### src/hdl/smdc_pkg.sv
// Shared types, codes and default parameter values for the status/menu display controller.
// Used by every module of the block; depends on nothing.
`default_nettype none

package smdc_pkg;

    // Default tuning values, handed down from the top level.
    localparam int STATUS_REFRESH_TICKS_DEF = 50;
    localparam int MENU_TIMEOUT_TICKS_DEF   = 200;
    localparam int AUTO_SHOW_COOLDOWN_DEF   = 50;
    localparam int HALF_REFRESH_EVERY_DEF   = 24;
    localparam int RESYNC_EVERY_DEF         = 6;
    localparam int MENU_ITEMS_DEF           = 5;

    // Fixed field widths.
    localparam int COUNT_W    = 16;
    localparam int PAGE_W     = 2;
    localparam int CURSOR_W   = 3;
    localparam int KIND_W     = 2;
    localparam int ACTION_W   = 3;
    localparam int COOLDOWN_W = 6;

    // The cooldown counter saturates at its all-ones value.
    localparam logic [COOLDOWN_W-1:0] COOLDOWN_MAX = '1;

    // Status pages.
    localparam logic [PAGE_W-1:0] PAGE_OVERVIEW = 2'd0;
    localparam logic [PAGE_W-1:0] PAGE_CLIENTS  = 2'd1;
    localparam logic [PAGE_W-1:0] PAGE_SYSTEM   = 2'd2;

    // Refresh kinds.
    localparam logic [KIND_W-1:0] REFRESH_FAST = 2'd0;
    localparam logic [KIND_W-1:0] REFRESH_HALF = 2'd1;
    localparam logic [KIND_W-1:0] REFRESH_FULL = 2'd2;

    // Menu action codes.
    localparam logic [ACTION_W-1:0] ACT_NONE    = 3'd0;
    localparam logic [ACTION_W-1:0] ACT_TOGGLE0 = 3'd1;
    localparam logic [ACTION_W-1:0] ACT_REBOOT  = 3'd5;
    // Items below this index map to a toggle action.
    localparam logic [CURSOR_W-1:0] TOGGLE_ITEMS = 3'd4;

    // Register map of the configuration port.
    localparam int APB_ADDR_W = 3;
    localparam int APB_DATA_W = 32;
    localparam logic [APB_ADDR_W-1:0] ADDR_AUTO_SHOW = 3'd0;

    // One tick request.
    typedef struct packed {
        logic               btn_back;
        logic               btn_up;
        logic               btn_down;
        logic               btn_confirm;
        logic               btn_left;
        logic               btn_right;
        logic [COUNT_W-1:0] client_count;
        logic               uplink_up;
    } t_smdc_in;

    // One result per tick.
    typedef struct packed {
        logic                mode_menu;
        logic [PAGE_W-1:0]   page;
        logic [CURSOR_W-1:0] cursor;
        logic                redraw;
        logic [KIND_W-1:0]   refresh_kind;
        logic [ACTION_W-1:0] menu_action;
        logic                resync_request;
    } t_smdc_out;

endpackage

`default_nettype wire

### src/hdl/smdc_cfg.sv
// APB-style configuration register file: holds the auto-show enable bit.
// Depends on smdc_pkg for the register map.
`default_nettype none

module smdc_cfg (
    input  wire logic                             i_clk,
    input  wire logic                             i_rst_n,
    input  wire logic                             psel,
    input  wire logic                             penable,
    input  wire logic                             pwrite,
    input  wire logic [smdc_pkg::APB_ADDR_W-1:0]  paddr,
    input  wire logic [smdc_pkg::APB_DATA_W-1:0]  pwdata,
    output logic      [smdc_pkg::APB_DATA_W-1:0]  prdata,
    output logic                                  pready,
    output logic                                  o_auto_show_enable
);
    import smdc_pkg::*;

    logic r_auto_show_enable;
    logic wr_en;

    // The port never inserts wait states.
    assign pready = 1'b1;
    assign wr_en  = psel && penable && pwrite && (paddr == ADDR_AUTO_SHOW);

    // Auto-show enable register, on after reset.
    always_ff @(posedge i_clk) begin
        if (!i_rst_n) begin
            r_auto_show_enable <= 1'b1;
        end else if (wr_en) begin
            r_auto_show_enable <= pwdata[0];
        end
    end

    // Read data; unmapped addresses read as zero.
    always_comb begin
        prdata = '0;
        if (paddr == ADDR_AUTO_SHOW) begin
            prdata[0] = r_auto_show_enable;
        end
    end

    assign o_auto_show_enable = r_auto_show_enable;

endmodule

`default_nettype wire

### src/hdl/smdc_core.sv
// Controller state and its next-state logic: page, menu, timers, auto-show and refresh kind.
// Depends on smdc_pkg for the request and result types and the codes.
`default_nettype none

module smdc_core #(
    parameter int STATUS_REFRESH_TICKS = smdc_pkg::STATUS_REFRESH_TICKS_DEF,
    parameter int MENU_TIMEOUT_TICKS   = smdc_pkg::MENU_TIMEOUT_TICKS_DEF,
    parameter int AUTO_SHOW_COOLDOWN   = smdc_pkg::AUTO_SHOW_COOLDOWN_DEF,
    parameter int HALF_REFRESH_EVERY   = smdc_pkg::HALF_REFRESH_EVERY_DEF,
    parameter int RESYNC_EVERY         = smdc_pkg::RESYNC_EVERY_DEF,
    parameter int MENU_ITEMS           = smdc_pkg::MENU_ITEMS_DEF
) (
    input  wire logic                 i_clk,
    input  wire logic                 i_rst_n,
    input  wire logic                 i_step,
    input  wire smdc_pkg::t_smdc_in   i_req,
    input  wire logic                 i_auto_show_enable,
    output smdc_pkg::t_smdc_out       o_resp
);
    import smdc_pkg::*;

    // Counter widths: each holds its limit, the value at which it clears.
    localparam int TICK_W = $clog2(STATUS_REFRESH_TICKS + 1);
    localparam int IDLE_W = $clog2(MENU_TIMEOUT_TICKS + 1);
    localparam int RSYN_W = $clog2(RESYNC_EVERY + 1);
    localparam int RFSH_W = $clog2(HALF_REFRESH_EVERY + 1);

    localparam logic [TICK_W-1:0]     TICK_LIM  = TICK_W'(STATUS_REFRESH_TICKS);
    localparam logic [IDLE_W-1:0]     IDLE_LIM  = IDLE_W'(MENU_TIMEOUT_TICKS);
    localparam logic [RSYN_W-1:0]     RSYN_LIM  = RSYN_W'(RESYNC_EVERY);
    localparam logic [RFSH_W-1:0]     RFSH_LIM  = RFSH_W'(HALF_REFRESH_EVERY);
    localparam logic [COOLDOWN_W-1:0] COOL_LIM  = COOLDOWN_W'(AUTO_SHOW_COOLDOWN);
    localparam logic [CURSOR_W-1:0]   LAST_ITEM = CURSOR_W'(MENU_ITEMS - 1);

    // State registers and their next values.
    logic                  r_in_menu,   n_in_menu;
    logic [PAGE_W-1:0]     r_page,      n_page;
    logic [CURSOR_W-1:0]   r_cursor,    n_cursor;
    logic [TICK_W-1:0]     r_tick,      n_tick;
    logic [IDLE_W-1:0]     r_idle,      n_idle;
    logic [RSYN_W-1:0]     r_resync,    n_resync;
    logic [RFSH_W-1:0]     r_refresh,   n_refresh;
    logic [COOLDOWN_W-1:0] r_since,     n_since;
    logic [COUNT_W-1:0]    r_last_cnt,  n_last_cnt;
    logic                  r_last_up,   n_last_up;
    logic                  r_first,     n_first;

    // Working values of one tick.
    logic                  any_btn;
    logic                  redraw;
    logic [KIND_W-1:0]     kind;
    logic [ACTION_W-1:0]   action;
    logic                  resync;
    logic [COUNT_W-1:0]    last_cnt;
    logic                  last_up;
    logic [TICK_W-1:0]     tick_inc;
    logic [IDLE_W-1:0]     idle_inc;
    logic [RSYN_W-1:0]     rsyn_inc;
    logic [RFSH_W-1:0]     rfsh_inc;
    logic [COOLDOWN_W-1:0] since_inc;
    logic [CURSOR_W-1:0]   cur;
    logic                  jump;
    logic [PAGE_W-1:0]     target;

    always_comb begin
        n_in_menu  = r_in_menu;
        n_page     = r_page;
        n_cursor   = r_cursor;
        n_tick     = r_tick;
        n_idle     = r_idle;
        n_resync   = r_resync;
        n_refresh  = r_refresh;
        n_since    = r_since;
        n_first    = r_first;
        redraw     = 1'b0;
        kind       = REFRESH_FAST;
        action     = ACT_NONE;
        resync     = 1'b0;
        jump       = 1'b0;
        target     = PAGE_OVERVIEW;
        cur        = r_cursor;

        any_btn = i_req.btn_back || i_req.btn_up || i_req.btn_down ||
                  i_req.btn_confirm || i_req.btn_left || i_req.btn_right;

        // On the first tick the remembered values come from this request.
        last_cnt   = r_first ? i_req.client_count : r_last_cnt;
        last_up    = r_first ? i_req.uplink_up : r_last_up;
        n_last_cnt = last_cnt;
        n_last_up  = last_up;

        tick_inc  = TICK_W'(r_tick + 1'b1);
        idle_inc  = IDLE_W'(r_idle + 1'b1);
        rsyn_inc  = RSYN_W'(r_resync + 1'b1);
        rfsh_inc  = RFSH_W'(r_refresh + 1'b1);
        since_inc = (r_since < COOLDOWN_MAX) ? COOLDOWN_W'(r_since + 1'b1) : r_since;

        if (!r_in_menu) begin
            // Status mode: confirm opens the menu, left/right flip pages.
            if (i_req.btn_confirm) begin
                n_in_menu = 1'b1;
                n_cursor  = '0;
                n_idle    = '0;
                redraw    = 1'b1;
            end else if (i_req.btn_left || i_req.btn_right) begin
                // Both together cancel out.
                if (i_req.btn_right && !i_req.btn_left) begin
                    n_page = (r_page == PAGE_SYSTEM) ? PAGE_OVERVIEW : PAGE_W'(r_page + 1'b1);
                end else if (i_req.btn_left && !i_req.btn_right) begin
                    n_page = (r_page == PAGE_OVERVIEW) ? PAGE_SYSTEM : PAGE_W'(r_page - 1'b1);
                end
                n_tick = '0;
                redraw = 1'b1;
            end else if (tick_inc >= TICK_LIM) begin
                // Periodic redraw, with a resync request every few of them.
                n_tick = '0;
                redraw = 1'b1;
                if (rsyn_inc >= RSYN_LIM) begin
                    resync   = 1'b1;
                    n_resync = '0;
                end else begin
                    n_resync = rsyn_inc;
                end
            end else begin
                n_tick = tick_inc;
            end

            // Auto-show: an uplink change beats a client count change.
            if (i_auto_show_enable) begin
                n_since    = since_inc;
                n_last_cnt = i_req.client_count;
                n_last_up  = i_req.uplink_up;
                if (i_req.uplink_up != last_up) begin
                    jump   = 1'b1;
                    target = PAGE_OVERVIEW;
                end else if (i_req.client_count != last_cnt) begin
                    jump   = 1'b1;
                    target = PAGE_CLIENTS;
                end
                if ((since_inc >= COOL_LIM) && jump && (target != n_page)) begin
                    n_page  = target;
                    n_tick  = '0;
                    redraw  = 1'b1;
                    n_since = '0;
                end
            end
        end else begin
            // Menu mode.
            if (any_btn) begin
                n_idle = '0;
                redraw = 1'b1;
                if (i_req.btn_back) begin
                    n_in_menu = 1'b0;
                    n_tick    = '0;
                end else begin
                    if (i_req.btn_up) begin
                        cur = (cur == '0) ? LAST_ITEM : CURSOR_W'(cur - 1'b1);
                    end
                    if (i_req.btn_down) begin
                        cur = (cur == LAST_ITEM) ? '0 : CURSOR_W'(cur + 1'b1);
                    end
                    n_cursor = cur;
                    if (i_req.btn_confirm) begin
                        if (cur == LAST_ITEM) begin
                            action = ACT_REBOOT;
                        end else if (cur < TOGGLE_ITEMS) begin
                            action = ACTION_W'(ACT_TOGGLE0 + cur);
                        end
                    end
                end
            end else begin
                // Idle timeout closes the menu.
                n_idle = idle_inc;
                if (idle_inc >= IDLE_LIM) begin
                    n_in_menu = 1'b0;
                    n_tick    = '0;
                    redraw    = 1'b1;
                end
            end
        end

        // Refresh kind: full on the first tick, half every few redraws.
        if (r_first) begin
            redraw  = 1'b1;
            kind    = REFRESH_FULL;
            n_first = 1'b0;
        end else if (redraw) begin
            if (rfsh_inc >= RFSH_LIM) begin
                kind      = REFRESH_HALF;
                n_refresh = '0;
            end else begin
                n_refresh = rfsh_inc;
            end
        end

        o_resp.mode_menu      = n_in_menu;
        o_resp.page           = n_page;
        o_resp.cursor         = n_cursor;
        o_resp.redraw         = redraw;
        o_resp.refresh_kind   = kind;
        o_resp.menu_action    = action;
        o_resp.resync_request = resync;
    end

    // State update, once per request that moves into the result register.
    always_ff @(posedge i_clk) begin
        if (!i_rst_n) begin
            r_in_menu <= 1'b0;
            r_page    <= PAGE_OVERVIEW;
            r_cursor  <= '0;
            r_tick    <= '0;
            r_idle    <= '0;
            r_resync  <= '0;
            r_refresh <= '0;
            r_since   <= COOL_LIM;
            r_first   <= 1'b1;
        end else if (i_step) begin
            r_in_menu <= n_in_menu;
            r_page    <= n_page;
            r_cursor  <= n_cursor;
            r_tick    <= n_tick;
            r_idle    <= n_idle;
            r_resync  <= n_resync;
            r_refresh <= n_refresh;
            r_since   <= n_since;
            r_first   <= n_first;
        end
    end

    // Remembered count and uplink; valid once the first tick has passed.
    always_ff @(posedge i_clk) begin
        if (i_step) begin
            r_last_cnt <= n_last_cnt;
            r_last_up  <= n_last_up;
        end
    end

endmodule

`default_nettype wire

### src/hdl/status_menu_display_controller_top.sv
// Top level of the status/menu display controller: request and result registers around the core.
// Depends on smdc_pkg, smdc_cfg and smdc_core.
`default_nettype none

// Takes one request per UI tick and returns exactly one result per request. A request
// may be accepted in every clock cycle; each result appears once its request has passed
// the input register and the single next-state logic pass of the core into the result
// register. The input side stalls only while a result waits in the result register and
// the one behind it is already in the input register.
// The auto-show enable sits at configuration address 0 and should be written only while
// no request is in flight.
module status_menu_display_controller_top #(
    parameter int STATUS_REFRESH_TICKS = smdc_pkg::STATUS_REFRESH_TICKS_DEF,
    parameter int MENU_TIMEOUT_TICKS   = smdc_pkg::MENU_TIMEOUT_TICKS_DEF,
    parameter int AUTO_SHOW_COOLDOWN   = smdc_pkg::AUTO_SHOW_COOLDOWN_DEF,
    parameter int HALF_REFRESH_EVERY   = smdc_pkg::HALF_REFRESH_EVERY_DEF,
    parameter int RESYNC_EVERY         = smdc_pkg::RESYNC_EVERY_DEF,
    parameter int MENU_ITEMS           = smdc_pkg::MENU_ITEMS_DEF
) (
    input  wire logic                             i_clk,
    input  wire logic                             i_rst_n,
    input  wire logic                             i_in_valid,
    output logic                                  o_in_stall,
    input  wire smdc_pkg::t_smdc_in               i_in_data,
    output logic                                  o_out_valid,
    input  wire logic                             i_out_stall,
    output smdc_pkg::t_smdc_out                   o_out_data,
    input  wire logic                             psel,
    input  wire logic                             penable,
    input  wire logic                             pwrite,
    input  wire logic [smdc_pkg::APB_ADDR_W-1:0]  paddr,
    input  wire logic [smdc_pkg::APB_DATA_W-1:0]  pwdata,
    output logic      [smdc_pkg::APB_DATA_W-1:0]  prdata,
    output logic                                  pready
);
    import smdc_pkg::*;

    logic      r_in_valid;
    t_smdc_in  r_in_data;
    logic      r_out_valid;
    t_smdc_out r_out_data;
    t_smdc_out core_resp;
    logic      auto_show_enable;
    logic      out_free;
    logic      step;

    // Handshake: the result register frees when empty or when its result is taken.
    assign out_free   = !r_out_valid || !i_out_stall;
    assign step       = r_in_valid && out_free;
    assign o_in_stall = r_in_valid && !out_free;

    // Configuration registers.
    smdc_cfg u_cfg (
        .i_clk              (i_clk),
        .i_rst_n            (i_rst_n),
        .psel               (psel),
        .penable            (penable),
        .pwrite             (pwrite),
        .paddr              (paddr),
        .pwdata             (pwdata),
        .prdata             (prdata),
        .pready             (pready),
        .o_auto_show_enable (auto_show_enable)
    );

    // Input register.
    always_ff @(posedge i_clk) begin
        if (!i_rst_n) begin
            r_in_valid <= 1'b0;
        end else if (!o_in_stall) begin
            r_in_valid <= i_in_valid;
        end
    end

    always_ff @(posedge i_clk) begin
        if (i_in_valid && !o_in_stall) begin
            r_in_data <= i_in_data;
        end
    end

    // Controller state and next-state logic.
    smdc_core #(
        .STATUS_REFRESH_TICKS (STATUS_REFRESH_TICKS),
        .MENU_TIMEOUT_TICKS   (MENU_TIMEOUT_TICKS),
        .AUTO_SHOW_COOLDOWN   (AUTO_SHOW_COOLDOWN),
        .HALF_REFRESH_EVERY   (HALF_REFRESH_EVERY),
        .RESYNC_EVERY         (RESYNC_EVERY),
        .MENU_ITEMS           (MENU_ITEMS)
    ) u_core (
        .i_clk              (i_clk),
        .i_rst_n            (i_rst_n),
        .i_step             (step),
        .i_req              (r_in_data),
        .i_auto_show_enable (auto_show_enable),
        .o_resp             (core_resp)
    );

    // Result register.
    always_ff @(posedge i_clk) begin
        if (!i_rst_n) begin
            r_out_valid <= 1'b0;
        end else if (out_free) begin
            r_out_valid <= r_in_valid;
        end
    end

    always_ff @(posedge i_clk) begin
        if (step) begin
            r_out_data <= core_resp;
        end
    end

    assign o_out_valid = r_out_valid;
    assign o_out_data  = r_out_data;

endmodule

`default_nettype wire
### config.mk
export PLATFORM = sky130hd
export DESIGN_NAME = status_menu_display_controller_top
export DESIGN_NICKNAME = d
export VERILOG_FILES = /design/src/hdl/smdc_pkg.sv /design/src/hdl/smdc_cfg.sv /design/src/hdl/smdc_core.sv /design/src/hdl/status_menu_display_controller_top.sv
export SDC_FILE = /design/constraint.sdc
export NUM_CORES = 1
export LEC_CHECK = 0
export ABC_CLOCK_PERIOD_IN_PS = 6900
export BUFFER_PORTS_ARGS = -buffer_cell sky130_fd_sc_hd__buf_2
export CAP_MARGIN = 20
export CELL_PAD_IN_SITES_DETAIL_PLACEMENT = 0
export CELL_PAD_IN_SITES_GLOBAL_PLACEMENT = 1
export CORE_AREA = 2 2 133 135
export DETAILED_ROUTE_END_ITERATION = 16
export DIE_AREA = 0 0 135 137
export GPL_TIMING_DRIVEN = 1
export PLACE_DENSITY = 0.62
export SLEW_MARGIN = 25
export SYNTH_ARGS = -nofsm -noshare
export SYNTH_HDL_FRONTEND = slang
export SYNTH_HIERARCHICAL = 1
export SYNTH_SLANG_ARGS = --single-unit
### constraint.sdc
create_clock -name i_clk -period 6.9 [get_ports i_clk]
set_clock_uncertainty 0.05 [all_clocks]
set_input_delay 0.69 -clock i_clk [delete_from_list [all_inputs] [get_ports i_clk]]
set_output_delay 0.69 -clock i_clk [all_outputs]
set_load 0.02 [all_outputs]
==> reports/results.ini, run 1 <==
[floorplan]
start_util=0.296
fp.dieArea_um2=18500
core_um2=17100
die_height_um=137
fp.dieW_um=135
std_cell_rows=48
io_pins=113

[setup_path]
critPathBufInv=0
worstSetupStartpointType=flop
worstSetupPathType=flop to flop
path_max_fanout=13
max_stage_delay_ps=570
required_ps=7070
cp_cell_sequence=or3_4, o31a_1, nand2b_1, nor3_1, o22ai_1, a31oi_1, mux2i_1
endpoint_kind=flop
critPathSlowestCell=edfxtp_1
arrival_ps=3040
cpLargestDelayFamily=simple AND/OR/NAND/NOR gates

[logic_synthesis]
yosysWarnings=6
ys_seq_area_frac=0.466
ys_types=62
syn_area_um2=5050
synth_top_area_cell=edfxtp_1
synth.avg_cell_area_um2=10.1
ys.flop_type=edfxtp_1
synth_cells=500
synth_area_leaders=edfxtp_1, dfxtp_1, buf_4
synthArstFlopShare=0
synth-seq-cells=91
synth_edf_count=53
yosys.area.top_type_share=0.315

[place]
dp_hpwl_mm=7.39
placed_area_um2=5410
port-buffer-count=49
place_inst=760
gp_congestion=0.846

[timing]
fmax_mhz=348
timing.final.crit_share=0.416
hold_viol_final=0
timing.slew.headroom=0.370
grt_setup_unrepaired=no
drv_slew=0
fin_crit_ps=2870
setup_tns_ps=0
worst_pin_slew_ps=944
setup_violations=0

[run]
maxCapViolations=0

[hold_path]
hold_class=flop to flop

[cts]
clk_latency_ps=350
clockBufferDepth=2
hold_buffers=0
cts.sinks=91
post_cts_buffers=0
cts_root_buf=clkbuf_16
clkSlewWorstSetupHoldPaths_ps=70
tritoncts=done
cts_resized=0
cts.htree.levels=3
cts_made_buffers=9

[final_layout]
finalInstanceArea_um2=5730
post_route_cells_drive_above_1_share=0.185
num_antenna_cells=0
final_cells=776
finalNetCount=628
syn_to_final_growth_pct=13.4

[grt]
antenna_found_initial=0
grt_max_degree=44
grt_pass1_vias=3487
grt_pass1_wl_mm=17.0
grtUsageTotal=0.116
globalRouteOverflowTotal=0

[route]
wl_per_cell_um=13.6
drtAntennaViolNets=0
drtPass1Iterations=4
viasPerCell=4.73
route.vias.total=3674
drt_iter0_drc=207
wl_mm=10.5
drc_errors=0

[pwr]
power.internal_mw=0.960
p_seq_frac=0.487
switching_share=0.241
power_frac_comb=0.096
ir_drop_uv=118
p_sw_mw=0.305
power_density_nw_per_um2=221
clockPowerShare=0.417
p_leak_nw=2.12
total_power_mw=1.26

[status]
status=finished clean

cells in the mapped netlist, drive strengths merged, types with 3 or more instances:
library cell	n
edfxtp	53
buf	39
dfxtp	38
nor2	36
nand2	34
o21ai	31
a21oi	30
inv	25
xnor2	23
nand3	22
mux2	20
ha	17
nor3	14
mux2i	12
nor2b	9
and3	8
clkbuf	8
nand4	8
a31oi	7
nand2b	7
o22ai	5
nor4	4
o41ai	4
or3	4
a211oi	3
a311oi	3
and2	3
o311ai	3
worst paths after layout:
check | to | startpoint | slack [ps] | cells past startpoint
worst min register to register | u_core/r_refresh[3] | u_core/r_refresh[3] | 440 | 2
worst max register to register | u_core/r_tick[0] | r_in_data[19] | 4030 | 7
worst max-delay path | u_core/r_tick[0] | r_in_data[19] | 4030 | 7
worst min-delay path | u_core/r_refresh[3] | u_core/r_refresh[3] | 440 | 2
power by group through the flow:
stage	Combinational [mW]	Clock, mW	Sequential (mW)
final	0.121	0.527	0.616
after global routing	0.133	0.560	0.619
after CTS	0.122	0.546	0.616
after detailed placement	0.120	0	0.628
after global placement	0.119	0	0.627
after floorplan	0.102	0	0.626
placed cells by master (no fill, tap or decap), types with 17 or more instances in the layout:
master,synthesis,layout
edfxtp_1,53,53
buf_2,2,49
dfxtp_1,38,38
nor2_1,34,34
nand2_1,33,33
conb_1,2,32
o21ai_0,30,30
a21oi_1,29,29
inv_1,25,25
nand3_1,22,22
xnor2_1,22,22
mux2_2,19,19
ha_1,17,17
cells by family after synthesis:
kind of cell | Yosys count | synth area share
buf+inv | 72 | 0.0815
mux | 32 | 0.0684
simple gates | 159 | 0.166
other cells | 2 | 0.00149
xor+xnor | 25 | 0.0448
fa+ha+maj | 17 | 0.0421
flops | 91 | 0.466
compound gates | 102 | 0.130
metal layers:
metal	track usage	part of all wire	vias up
li1	-	-	1837
met5	0	0	-
met2	0.187	0.47	69
met1	0.148	0.48	1752
met3	0.0174	0.032	16
met4	0.0654	0.025	0
stage by stage:
stage	hold slack (ps)	setup slack [ps]	utilization
2_1_floorplan	411	2300	-
3_3_place_gp	422	4030	0.317
3_5_place_dp	433	4000	0.317
4_1_cts	443	3990	0.336
5_1_grt	455	3720	0.336
6_report	438	4030	0.336
area by class of cell:
cell class	instances	area (um^2)
multi-input cells	367	2410
clock inverters	6	88.8
repair buffers	52	268
well taps	225	282
flip-flops and latches	91	2350
fillers	1736	11300
inverters	25	93.8
clock buffers	10	229
sequential cells by signal, indices dropped and copies added (netlist names):
name / cells
u_core/r_idle: 8
o_out_data: 13
u_core/r_resync: 3
u_core/r_since: 6
u_core/r_last_up: 1
r_in_data: 23
u_core/r_page: 2
u_core/r_cursor: 3
o_out_valid: 1
u_core/r_refresh: 5
r_in_valid: 1
u_core/r_last_cnt: 16
u_core/r_in_menu: 1
u_core/r_first: 1
u_core/r_tick: 6
u_cfg/o_auto_show_enable: 1
worst register-to-register path, stage by stage (launching register included):
cell	delay (ps)
edfxtp_1	570
or3_4	440
o31a_1	340
nand2b_1	250
nor3_1	370
o22ai_1	190
a31oi_1	380
mux2i_1	140
(Power assumes the default switching activity.)
==> inputs of run 2 (changes only) <==
ABC_AREA = 1   (was default)
ABC_CLOCK_PERIOD_IN_PS = 2750   (was 6900)
CORE_AREA = 2 2 136 138   (was 2 2 133 135)
DIE_AREA = 0 0 138 140   (was 0 0 135 137)
PLACE_DENSITY = 0.64   (was 0.62)
clock period = 2.75 ns   (was 6.9 ns; I/O delays follow)
==> reports/results.ini, run 2 <==
[cts]
cts.sinks=91  ; unchanged
hold_buffers=0  ; unchanged
tritoncts=done
post_cts_buffers=0  ; unchanged
cts_resized=0  ; unchanged
cts_made_buffers=9  ; unchanged
cts.htree.levels=3  ; unchanged
clkSlewWorstSetupHoldPaths_ps=60  ; about the same
clk_latency_ps=350  ; about the same
cts_root_buf=clkbuf_16
clockBufferDepth=2  ; unchanged

[grt]
globalRouteOverflowTotal=0  ; unchanged
grt_pass1_vias=3927  ; +13%
antenna_found_initial=0  ; unchanged
grtUsageTotal=0.122  ; +0.00662
grt_pass1_wl_mm=19.1  ; +12%
grt_max_degree=36  ; -18%

[final_layout]
final_cell_mix=nand2_1, inv_1, nor2_1
final_common_cell=nand2_1
multi_input_area_um2=2370  ; -1.8%
num_antenna_cells=0  ; unchanged
finalInstanceArea_um2=5930  ; +3.5%
register_area_um2=2350  ; unchanged
nFillCells=1900  ; +9.4%
syn_to_final_growth_pct=12.4
finalNetCount=775  ; +23%
regMostFlops=r_in_data
largest_reg_flops=23  ; unchanged
post_route_cells_drive_above_1_share=0.153  ; -0.0318

[logic_synthesis]
ys_types=45  ; -27%
synth_area_leaders=edfxtp_1, dfxtp_1, nand2_1
synth.avg_cell_area_um2=8.19  ; -19%
ys.flop_type=edfxtp_1
yosysWarnings=6  ; unchanged
synth_top_area_cell=edfxtp_1
ys_seq_area_frac=0.446  ; -0.0198
yosysMostFrequentCell=nand2_1
synthArstFlopShare=0  ; unchanged
synth_cells=644  ; +29%
synth-xor-area-share=0.0280  ; -0.0168
synthTopCellsByCount=nand2_1, inv_1, nor2_1, edfxtp_1, a21oi_1
yosys.area.top_type_share=0.302  ; -0.0134
synth_top_family_by_area=simple AND/OR/NAND/NOR gates
synth_edf_count=53  ; unchanged
yosys.area_share.adder=0.0403  ; -0.00179
synth-seq-cells=91  ; unchanged
synth_compound_area_frac=0.117  ; -0.0133
synthSimpleGateAreaFrac=0.235  ; +0.0691
syn_area_um2=5280  ; +4.4%
synth_mux_area_frac=0.00427  ; -0.0641

[floorplan]
std_cell_rows=49  ; +2.1%
fp.dieW_um=138  ; +2.2%
fp.dieArea_um2=19300  ; +4.5%
start_util=0.297  ; +0.000551
io_pins=113  ; unchanged
core_um2=17800  ; +4.2%
die_height_um=140  ; +2.2%

[hold_path]
min-delay-start=i_in_data[22]
hold_class=input port to flop

[timing]
timing.slew.headroom=0.312  ; -0.0583
timing.final.crit_share=0.884  ; +0.468
fin_crit_ps=2430  ; -440 ps
setup_violations=0  ; unchanged
grt_setup_unrepaired=no
drv_slew=0  ; unchanged
setup_tns_ps=0  ; unchanged
worst_pin_slew_ps=1030  ; +87.3 ps
hold_viol_final=0  ; unchanged
fmax_mhz=411  ; +18%

[pwr]
power_density_nw_per_um2=548  ; +150%
ir_drop_uv=298  ; +150%
p_sw_mw=0.875  ; +190%
clockPowerShare=0.374  ; -0.043
power.internal_mw=2.37  ; +150%
p_seq_frac=0.481  ; -0.006
total_power_mw=3.25  ; +160%
power_frac_comb=0.145  ; +0.049
switching_share=0.270  ; +0.0286
p_leak_nw=2.60  ; +23%

[place]
port-buffer-count=49  ; unchanged
gp_congestion=0.784  ; -7.3%
placed_area_um2=5640  ; +4.2%
dp_hpwl_mm=8.22  ; +11%

[run]
maxCapViolations=0  ; unchanged

[route]
wl_mm=11.8  ; +12%
drt_iter0_drc=215  ; +3.9%
drtPass1Iterations=4  ; unchanged
drtAntennaViolNets=0  ; unchanged
drc_errors=0  ; unchanged
wl_per_cell_um=12.7  ; -6.5%
viasPerCell=4.53  ; -4.3%
route.vias.total=4199  ; +14%

[setup_path]
worstReg2RegStart=u_core/r_cursor[0]
cp_cell_sequence=nor2_1, ha_1, nor2_1, nand2_1, o21a_1, inv_1, ha_1, nand2_1, o21ai_0, inv_1, o21ai_0, o21bai_1, inv_1
worstSetupStartpointType=flop
path_max_fanout=6  ; -7
cpMostUsedCell=inv_1
cpLargestDelayFamily=compound AO/OA/AOI/OAI gates
arrival_ps=2490  ; -550 ps
endpoint_kind=flop
max_stage_delay_ps=420  ; -150 ps
critPathBufInv=3  ; +3
critPathSlowestCell=dfxtp_1
worstSetupStartpoint=u_core/r_cursor[0]
worstSetupPathType=flop to flop
required_ps=2810  ; -4260 ps

[status]
status=finished clean

[run 2: changes by cell type after synthesis, moves of 12 or more]
cell	previous run	this run
nand2_1	33	131
inv_1	25	79
nor2_1	34	66
mux2_2	19	0
xnor2_1	22	6
nand3_1	22	37
a21oi_1	29	42
mux2i_1	12	0
[run 2: routing by layer]
metal	wire (um)	share of wire	vias up	GRT usage
li1	-	-	2147	-
met1	5180	0.44	1968	0.141
met2	5970	0.51	75	0.219
met3	512	0.044	9	0.0393
met4	110	0.0093	0	0.0317
met5	0	0	-	0
[run 2: stage by stage]
step | hold slack, ps | worst slack [ps] | std cells | util
after CTS | 29.7 | 315 | 927 | 0.333
after floorplan | 301 | 48.9 | 674 | -
after global placement | 402 | 366 | 911 | 0.317
after detailed placement | 403 | 332 | 911 | 0.317
final | 43.9 | 319 | 927 | 0.333
after global routing | 25.7 | 52.4 | 927 | 0.333
[run 2: cell families (layout without fill, tap and decap cells)]
kind of cell	count (synthesis)	after routing
AO/OA/AOI/OAI	106	106
flip-flops	91	91
multiplexers	1	1
AND/OR/NAND/NOR	277	277
other	2	32
adder cells (fa/ha/maj)	17	17
XOR/XNOR	16	16
buffers and inverters	134	158
[run 2: area by class of cell]
cell class,count,area share
multi-input combinational,449,0.400
sequential,91,0.397
inverter,84,0.0532
timing repair buffer,58,0.0528
clock buffer,15,0.0485
tap,229,0.0483
clock inverter,1,0.000844
[run 2: path summary, 6_finish.rpt]
| check | endpoint | slack, ps | depth (start not counted) |
|---|---|---|---|
| hold / removal | r_in_data[22] | 40 | 1 |
| hold reg to reg | u_cfg/o_auto_show_enable | 430 | 2 |
| setup / recovery | o_out_data[1] | 320 | 13 |
| setup reg to reg | o_out_data[1] | 320 | 13 |
[run 2: power groups by stage]
stage | logic [mW] | registers [mW] | clock network [mW]
floorplan | 0.380 | 1.59 | 0
global placement | 0.466 | 1.59 | 0
detailed placement | 0.474 | 1.59 | 0
CTS | 0.476 | 1.56 | 1.27
global route | 0.535 | 1.57 | 1.31
finish | 0.470 | 1.56 | 1.21
